<file path="src/sv/npd_pkg.sv">
// ----------------------------------------------------------------------------
// npd_pkg: shared types and constants for the H.264 new picture detector
// Slice header record, stored slice context, result record and code values.
// ----------------------------------------------------------------------------
`default_nettype none

package npd_pkg;

  localparam int unsigned PpsIdW    = 8;
  localparam int unsigned FrameNumW = 16;
  localparam int unsigned IdrIdW    = 16;
  localparam int unsigned PocLsbW   = 16;
  localparam int unsigned DeltaW    = 32;
  localparam int unsigned KindW     = 3;
  localparam int unsigned FtypeW    = 2;
  localparam int unsigned PstructW  = 2;
  localparam int unsigned PocTypeW  = 2;
  localparam int unsigned CfgIdxW   = 2;
  localparam int unsigned CfgDataW  = 2;

  // Stream packing
  localparam int unsigned InTdataW  = 160;
  localparam int unsigned InTuserW  = 4;
  localparam int unsigned OutTdataW = 8;
  localparam int unsigned OutTuserW = 4;

  // Configuration register indexes
  localparam logic [CfgIdxW-1:0] RegPocType     = 2'd0;
  localparam logic [CfgIdxW-1:0] RegDeltaZero   = 2'd1;
  localparam logic [CfgIdxW-1:0] RegBotPocPres  = 2'd2;

  // poc type values that select compared fields
  localparam logic [PocTypeW-1:0] PocType0 = 2'd0;
  localparam logic [PocTypeW-1:0] PocType1 = 2'd1;

  // slice kind: slice type code mod 5
  localparam logic [KindW-1:0] SliceP  = 3'd0;
  localparam logic [KindW-1:0] SliceB  = 3'd1;
  localparam logic [KindW-1:0] SliceI  = 3'd2;
  localparam logic [KindW-1:0] SliceSp = 3'd3;
  localparam logic [KindW-1:0] SliceSi = 3'd4;

  // frame type codes
  localparam logic [FtypeW-1:0] FtypeIdr = 2'd0;
  localparam logic [FtypeW-1:0] FtypeI   = 2'd1;
  localparam logic [FtypeW-1:0] FtypeP   = 2'd2;
  localparam logic [FtypeW-1:0] FtypeB   = 2'd3;

  // picture structure codes
  localparam logic [PstructW-1:0] PstructFrame  = 2'd0;
  localparam logic [PstructW-1:0] PstructTop    = 2'd1;
  localparam logic [PstructW-1:0] PstructBottom = 2'd2;

  typedef struct packed {
    logic [PpsIdW-1:0]    pps_id;
    logic [FrameNumW-1:0] frame_number;
    logic                 field_pic;
    logic                 bottom_flag;
    logic                 is_idr;
    logic [IdrIdW-1:0]    idr_id;
    logic [PocLsbW-1:0]   poc_lsb;
    logic [DeltaW-1:0]    delta_poc_bottom;
    logic [DeltaW-1:0]    delta_poc_first;
    logic [DeltaW-1:0]    delta_poc_second;
    logic [KindW-1:0]     slice_kind;
  } slice_t;

  typedef struct packed {
    logic   valid;
    slice_t hdr;
  } prev_t;

  typedef struct packed {
    logic [PocTypeW-1:0] poc_type;
    logic                delta_poc_always_zero;
    logic                bottom_poc_present;
  } cfg_t;

  typedef struct packed {
    logic                new_picture;
    logic [FtypeW-1:0]   frame_type;
    logic [PstructW-1:0] picture_structure;
  } result_t;

endpackage

`default_nettype wire

</file>
<file path="src/sv/h264_new_picture_detector.sv">
// ----------------------------------------------------------------------------
// h264_new_picture_detector: first-slice-of-new-picture detection
// Compares each parsed slice header with the previous one and reports
// new_picture, frame type and picture structure.
// ----------------------------------------------------------------------------
// One transaction per clock in steady state, while the result side is not
// stalled. A slice header is captured in an input register, compared against
// the stored previous slice in a single combinational pass and written to
// the result register. The previous-slice context is updated in the same
// cycle the header moves into the result register, so a header directly
// following another is compared against it. The input stays ready as long
// as the result register is empty or being drained. The comparison follows
// the reduced H.264 first-VCL-NAL rule: pps id, frame number, field and IDR
// flags always; bottom flag when both slices are fields; IDR picture id when
// both are IDR; poc lsb / delta fields as selected by poc_type,
// delta_poc_always_zero and bottom_poc_present. Delta fields that the
// registers mark absent are stored as zero. The configuration registers may
// be written only while no header is in flight.
// ----------------------------------------------------------------------------
`default_nettype none

module h264_new_picture_detector (
  input  logic                            clk_i,
  input  logic                            rst_ni,

  // slice header input
  input  logic                            s_axis_tvalid,
  output logic                            s_axis_tready,
  // tdata, lsb up: pps_id[7:0], frame_number[23:8], field_pic[24],
  // bottom_flag[25], idr_id[41:26], poc_lsb[57:42],
  // delta_poc_bottom[89:58], delta_poc_first[121:90],
  // delta_poc_second[153:122], zero pad[159:154]
  input  logic [npd_pkg::InTdataW-1:0]    s_axis_tdata,
  // tuser, lsb up: is_idr[0], slice_kind[3:1]
  input  logic [npd_pkg::InTuserW-1:0]    s_axis_tuser,

  // result output
  output logic                            m_axis_tvalid,
  input  logic                            m_axis_tready,
  // tdata, lsb up: new_picture[0], zero pad[7:1]
  output logic [npd_pkg::OutTdataW-1:0]   m_axis_tdata,
  // tuser, lsb up: frame_type[1:0], picture_structure[3:2]
  output logic [npd_pkg::OutTuserW-1:0]   m_axis_tuser,

  // configuration write channel
  input  logic                            cfg_valid_i,
  output logic                            cfg_ready_o,
  input  logic [npd_pkg::CfgIdxW-1:0]     cfg_index_i,
  input  logic [npd_pkg::CfgDataW-1:0]    cfg_data_i
);

  // --------------------------------------------------------------------------
  // Configuration registers
  // --------------------------------------------------------------------------
  npd_pkg::cfg_t cfg_q;

  assign cfg_ready_o = 1'b1;

  always_ff @(posedge clk_i or negedge rst_ni) begin
    if (!rst_ni) begin
      cfg_q <= '0;
    end else if (cfg_valid_i) begin
      unique case (cfg_index_i)
        npd_pkg::RegPocType:    cfg_q.poc_type              <= cfg_data_i;
        npd_pkg::RegDeltaZero:  cfg_q.delta_poc_always_zero <= cfg_data_i[0];
        npd_pkg::RegBotPocPres: cfg_q.bottom_poc_present    <= cfg_data_i[0];
        default: ;  // unmapped index, write dropped
      endcase
    end
  end

  // --------------------------------------------------------------------------
  // Input unpack and input register
  // --------------------------------------------------------------------------
  npd_pkg::slice_t in_hdr;

  assign in_hdr.pps_id           = s_axis_tdata[7:0];
  assign in_hdr.frame_number     = s_axis_tdata[23:8];
  assign in_hdr.field_pic        = s_axis_tdata[24];
  assign in_hdr.bottom_flag      = s_axis_tdata[25];
  assign in_hdr.idr_id           = s_axis_tdata[41:26];
  assign in_hdr.poc_lsb          = s_axis_tdata[57:42];
  assign in_hdr.delta_poc_bottom = s_axis_tdata[89:58];
  assign in_hdr.delta_poc_first  = s_axis_tdata[121:90];
  assign in_hdr.delta_poc_second = s_axis_tdata[153:122];
  assign in_hdr.is_idr           = s_axis_tuser[0];
  assign in_hdr.slice_kind       = s_axis_tuser[3:1];

  logic            in_vld_q;
  npd_pkg::slice_t in_hdr_q;
  logic            adv;      // header moves from input to result register
  logic            in_acc;

  assign adv           = in_vld_q & (~m_axis_tvalid | m_axis_tready);
  assign s_axis_tready = ~in_vld_q | adv;
  assign in_acc        = s_axis_tvalid & s_axis_tready;

  always_ff @(posedge clk_i or negedge rst_ni) begin
    if (!rst_ni) begin
      in_vld_q <= 1'b0;
    end else if (s_axis_tready) begin
      in_vld_q <= s_axis_tvalid;
    end
  end

  always_ff @(posedge clk_i) begin
    if (in_acc) begin
      in_hdr_q <= in_hdr;
    end
  end

  // --------------------------------------------------------------------------
  // Compare against the previous slice; context updates on advance
  // --------------------------------------------------------------------------
  npd_pkg::prev_t   prev;
  npd_pkg::slice_t  norm_hdr;
  npd_pkg::result_t res;

  npd_compare u_compare (
    .cur_i  (in_hdr_q),
    .prev_i (prev),
    .cfg_i  (cfg_q),
    .norm_o (norm_hdr),
    .res_o  (res)
  );

  npd_state u_state (
    .clk_i  (clk_i),
    .rst_ni (rst_ni),
    .upd_i  (adv),
    .hdr_i  (norm_hdr),
    .prev_o (prev)
  );

  // --------------------------------------------------------------------------
  // Result register
  // --------------------------------------------------------------------------
  logic             out_vld_q;
  npd_pkg::result_t res_q;

  always_ff @(posedge clk_i or negedge rst_ni) begin
    if (!rst_ni) begin
      out_vld_q <= 1'b0;
    end else if (~out_vld_q | m_axis_tready) begin
      out_vld_q <= in_vld_q;
    end
  end

  always_ff @(posedge clk_i) begin
    if (adv) begin
      res_q <= res;
    end
  end

  assign m_axis_tvalid = out_vld_q;
  assign m_axis_tdata  = {{(npd_pkg::OutTdataW-1){1'b0}}, res_q.new_picture};
  assign m_axis_tuser  = {res_q.picture_structure, res_q.frame_type};

endmodule

`default_nettype wire

</file>
<file path="src/sv/npd_compare.sv">
// ----------------------------------------------------------------------------
// npd_compare: slice header comparison
// Normalizes absent fields, compares against the stored previous slice and
// classifies frame type and picture structure. Purely combinational.
// ----------------------------------------------------------------------------
`default_nettype none

module npd_compare (
  input  npd_pkg::slice_t  cur_i,
  input  npd_pkg::prev_t   prev_i,
  input  npd_pkg::cfg_t    cfg_i,
  output npd_pkg::slice_t  norm_o,
  output npd_pkg::result_t res_o
);

  logic bot;
  logic bot_delta;
  logic keep_dbot;
  logic keep_d0;
  logic keep_d1;
  logic diff;
  npd_pkg::slice_t n;

  assign bot       = cur_i.field_pic & cur_i.bottom_flag;
  assign bot_delta = cfg_i.bottom_poc_present & ~cur_i.field_pic;
  assign keep_dbot = (cfg_i.poc_type == npd_pkg::PocType0) & bot_delta;
  assign keep_d0   = (cfg_i.poc_type == npd_pkg::PocType1) & ~cfg_i.delta_poc_always_zero;
  assign keep_d1   = keep_d0 & bot_delta;

  always_comb begin
    n                  = cur_i;
    n.bottom_flag      = bot;
    n.delta_poc_bottom = keep_dbot ? cur_i.delta_poc_bottom : '0;
    n.delta_poc_first  = keep_d0 ? cur_i.delta_poc_first : '0;
    n.delta_poc_second = keep_d1 ? cur_i.delta_poc_second : '0;
  end

  assign norm_o = n;

  always_comb begin
    diff = (prev_i.hdr.pps_id != n.pps_id)
         | (prev_i.hdr.frame_number != n.frame_number)
         | (prev_i.hdr.field_pic != n.field_pic)
         | (prev_i.hdr.is_idr != n.is_idr);
    if (n.field_pic && prev_i.hdr.field_pic) begin
      diff = diff | (prev_i.hdr.bottom_flag != n.bottom_flag);
    end
    if (n.is_idr && prev_i.hdr.is_idr) begin
      diff = diff | (prev_i.hdr.idr_id != n.idr_id);
    end
    if (cfg_i.poc_type == npd_pkg::PocType0) begin
      diff = diff | (prev_i.hdr.poc_lsb != n.poc_lsb);
    end
    if (keep_dbot) begin
      diff = diff | (prev_i.hdr.delta_poc_bottom != n.delta_poc_bottom);
    end
    if (keep_d0) begin
      diff = diff | (prev_i.hdr.delta_poc_first != n.delta_poc_first);
    end
    if (keep_d1) begin
      diff = diff | (prev_i.hdr.delta_poc_second != n.delta_poc_second);
    end
  end

  always_comb begin
    res_o.new_picture = ~prev_i.valid | diff;

    if (n.is_idr) begin
      res_o.frame_type = npd_pkg::FtypeIdr;
    end else begin
      case (n.slice_kind) inside
        npd_pkg::SliceI, npd_pkg::SliceSi: res_o.frame_type = npd_pkg::FtypeI;
        npd_pkg::SliceB:                   res_o.frame_type = npd_pkg::FtypeB;
        default:                           res_o.frame_type = npd_pkg::FtypeP;
      endcase
    end

    if (!n.field_pic) begin
      res_o.picture_structure = npd_pkg::PstructFrame;
    end else if (bot) begin
      res_o.picture_structure = npd_pkg::PstructBottom;
    end else begin
      res_o.picture_structure = npd_pkg::PstructTop;
    end
  end

endmodule

`default_nettype wire

</file>
<file path="src/sv/npd_state.sv">
// ----------------------------------------------------------------------------
// npd_state: previous slice context
// Holds the normalized fields of the last processed slice header.
// ----------------------------------------------------------------------------
`default_nettype none

module npd_state (
  input  logic            clk_i,
  input  logic            rst_ni,
  input  logic            upd_i,
  input  npd_pkg::slice_t hdr_i,
  output npd_pkg::prev_t  prev_o
);

  logic            valid_q;
  npd_pkg::slice_t hdr_q;

  // only the valid flag needs reset; stored fields are ignored until valid
  always_ff @(posedge clk_i or negedge rst_ni) begin
    if (!rst_ni) begin
      valid_q <= 1'b0;
    end else if (upd_i) begin
      valid_q <= 1'b1;
    end
  end

  always_ff @(posedge clk_i) begin
    if (upd_i) begin
      hdr_q <= hdr_i;
    end
  end

  assign prev_o.valid = valid_q;
  assign prev_o.hdr   = hdr_q;

endmodule

`default_nettype wire

</file>
<file path="config.mk">
export PLATFORM = sky130hd
export DESIGN_NAME = h264_new_picture_detector
export DESIGN_NICKNAME = d
export VERILOG_FILES = /design/src/sv/npd_pkg.sv /design/src/sv/h264_new_picture_detector.sv /design/src/sv/npd_compare.sv /design/src/sv/npd_state.sv
export SDC_FILE = /design/constraint.sdc
export NUM_CORES = 1
export LEC_CHECK = 0
export BUFFER_PORTS_ARGS = -buffer_cell sky130_fd_sc_hd__buf_2
export CAP_MARGIN = 20
export CORE_MARGIN = 1.5
export CORE_UTILIZATION = 41
export CTS_CLUSTER_DIAMETER = 40
export DETAILED_ROUTE_END_ITERATION = 12
export PLACE_DENSITY = 0.56
export SYNTH_ARGS = -nofsm -noshare
export SYNTH_HDL_FRONTEND = slang
export SYNTH_SLANG_ARGS = --single-unit
</file>
<file path="constraint.sdc">
create_clock -name clk_i -period 8.52 [get_ports clk_i]
set_input_delay 0.426 -clock clk_i [delete_from_list [all_inputs] [get_ports clk_i]]
set_output_delay 0.426 -clock clk_i [all_outputs]
set_load 0.02 [all_outputs]
</file>
==> impl_results.md <==
* Status: finished, final reports clean
* DRT antenna net count at 0
* Yosys warns at 0
* R2R setup slack at 5.52 ns
* Commonest non-fill, non-tap cell in the layout: edfxtp_1
* Async set-reset flop share out of synthesis at 2.154%
* Post-cts repair resize count at 0
* # rows at 65
* Total CTS buffers at 48
* Starting Density at 41.78%
* Skew-Pair Late Insertion Delay at 0.54 ns
* Die Y at 182.8 um
* Kind of critical path: register to register
* Max Cap Viol at 0
* I/O Pins at 188
* Vias in the first global route at 7,173
* Drt total wl at 24.06 mm
* Slowest-stage cell, CP: or4_1
* Die Width at 182.8 um
* Core area at 31,720 um^2
* Post-DP HPWL at 15.38 mm
* Root Driver: clkbuf_16
* Setup violators final at 0
* Full die area at 33,400 um^2
* Port-buffer cells at 173
* CTS Sinks at 325
* DRC viols at 0
* Worst R2R Path Depth at 7
* WHS Path Cells at 1
* Sum Neg Setup Slack at 0 ns
* Gr ovfl total at 0
* Fin area at 16,330 um^2
* Hold WS at 0.04773 ns
* Startpoint type of the worst setup path: register
* Worst min path class: input port to register
* Post-Syn Instances at 819
* Pins Over Slew Limit at 0
* Rel. slew slack at 39.85%
* Worst Hold Path EP: in_hdr_q[101]
* Maximum VDD drop at 0.1930 mV
* Layout cells sized above 1 at 25.61%
* Final period util at 35.23%
* Detailed Routing Iterations Pass 1 at 4
* LEAKAGE at 5.796 nW
* Initial antenna violation count at 5
* Hold-fix buffers, CTS at 1
* Total global-route track usage at 14.39%
* RR Startpoint: in_hdr_q[133]
* Via count at 7,297
* WL per Instance at 16.31 um
* Critical Path Fanout Max at 24
* Area grow syn2layout at 23.22%
* Postcts setup bufs at 0
* #FFs+latches synth at 325
* CP Capture Type: register
* Largest net degree at the start of global routing at 66
* Final Hold Viols at 0
* Pwr Density at 267.2 nW/um^2
* Final core occ at 51.48%
* Syn Area/Cell at 16.18 um^2
* Post-synthesis sequential area ratio at 73.39%
* CP peak stage delay at 0.54 ns
* Vias per inst at 4.947
* Max H-tree Level at 2
* GPL Wtd Cong at 0.7169
* Placed Area at 14,560 um^2
* Post-synth top flop: edfxtp_1
* HP Start: s_axis_tdata[44]
* Fillers at 2,655
* Commonest non-fill, non-tap cells in the layout: 318 x edfxtp_1, 173 x buf_2, 98 x and2_1
* Worst-path cell chain: nand2b_1 -> nand2b_2 -> o32ai_1 -> nand4_1 -> or4_1 -> o31ai_2 -> o2111ai_1
* Mapped Area at 13,250 um^2
* Worst Path Required at 8.77 ns
* First-pass GRT wire length at 37.46 mm
* CP arrival at 3.25 ns
* Crit Reg-Reg Endpoint: m_axis_tdata[0]
* Net count, final at 1,206
* CTS max path bufs at 3
* Worst Max-Slew Pin Slew at 0.9023 ns
* CTS tree: done
* Post-synth EDFFs at 318
* Crit path from: in_hdr_q[133]
* Fmax at 333.1 MHz
* Drt initial violations at 326
* RSZ-0062 raised after global routing: false
* Tmin final at 3.002 ns
* Clock Skews at 0.01940 ns
* CTS clock-pin slew for the worst setup and hold paths at 0.06 ns
* Cell variety after synth at 44
-- state kept, by name, indices dropped and copies added, names as in the netlist --
register,flops
u_state.valid_q,1
in_vld_q,1
m_axis_tdata,1
m_axis_tvalid,1
in_hdr_q,158
cfg_q,4
u_state.prev_o,155
m_axis_tuser,4
-- critical path, delay by kind of cell (launching register included) --
| kind | cells | cell delay, ns |
|---|---|---|
| AOI/OAI and AO/OA | 3 | 0.63 |
| and+or+nand+nor | 4 | 1.58 |
| DFF | 1 | 0.49 |
-- metal layers --
layer	track usage [%]	wire [um]	up-vias
li1	-	-	3588
met1	18.96	10860	3477
met2	22.66	11120	176
met3	4.567	1542	52
met4	4.787	510	4
met5	0	23	-
-- layout make-up --
type	instances	area, um^2	area share (%)
flip-flops and latches	325	9724	59.56
multi-input cells	474	3410	20.88
clock buffers	55	1257	7.702
repair buffers	182	935.9	5.732
well taps	402	503.0	3.081
clock inverters	34	489.2	2.996
diodes	3	7.507	0.04598
-- cells in the mapped netlist, types with 3 or more instances --
cell type | number | share of area (%)
nor4bb_1 | 36 | 2.7
nor3_1 | 5 | 0.19
nor2_1 | 59 | 1.7
edfxtp_1 | 318 | 72
xnor2_1 | 74 | 4.9
nand3b_1 | 3 | 0.17
and2_1 | 100 | 4.7
o21ai_0 | 4 | 0.15
buf_4 | 9 | 0.51
o21a_1 | 8 | 0.45
mux2_2 | 4 | 0.34
xor2_1 | 45 | 3.0
a31oi_1 | 36 | 1.7
clkbuf_1 | 13 | 0.37
nor4_1 | 12 | 0.57
dfrtp_1 | 7 | 1.3
nand4_1 | 19 | 0.90
nand2b_1 | 5 | 0.24
o32ai_1 | 33 | 2.2
-- how the worst max path moves through the flow --
stage | end | slack [ns] | cells past startpoint
after floorplan | in_hdr_q[0] | 3.59 | 2
after global placement | u_state.prev_o[17] | 5.34 | 5
after detailed placement | in_hdr_q[153] | 5.32 | 5
after CTS | m_axis_tdata[0] | 5.41 | 7
after global routing | m_axis_tdata[0] | 5.24 | 7
final | m_axis_tdata[0] | 5.52 | 7
-- metrics by stage --
stage / worst slack, ns / instances / total power, mW
floorplan: 3.589 / 825 / 2.204
global placement: 5.344 / 1382 / 2.287
detailed placement: 5.318 / 1382 / 2.297
CTS: 5.406 / 1472 / 4.430
global route: 5.241 / 1472 / 4.535
finish: 5.518 / 1475 / 4.363
-- cells by family (layout without fill, tap and decap cells) --
kind of cell	after synthesis	after routing	share of synthesized area (%)
other	2	11	0.05668
multiplexers	4	4	0.3399
XOR/XNOR	119	119	7.866
flip-flops	325	325	73.39
buffers and inverters	26	271	1.199
adder cells (fa/ha/maj)	2	2	0.1888
AO/OA/AOI/OAI	89	89	5.033
AND/OR/NAND/NOR	252	252	11.93
-- power by group --
part           switching (mW)  total (mW)  internal [mW]
combinational           0.149       0.279          0.130
sequential             0.0762        1.98           1.90
clock                   0.725        2.10           1.38
(Power assumes the default switching activity.)
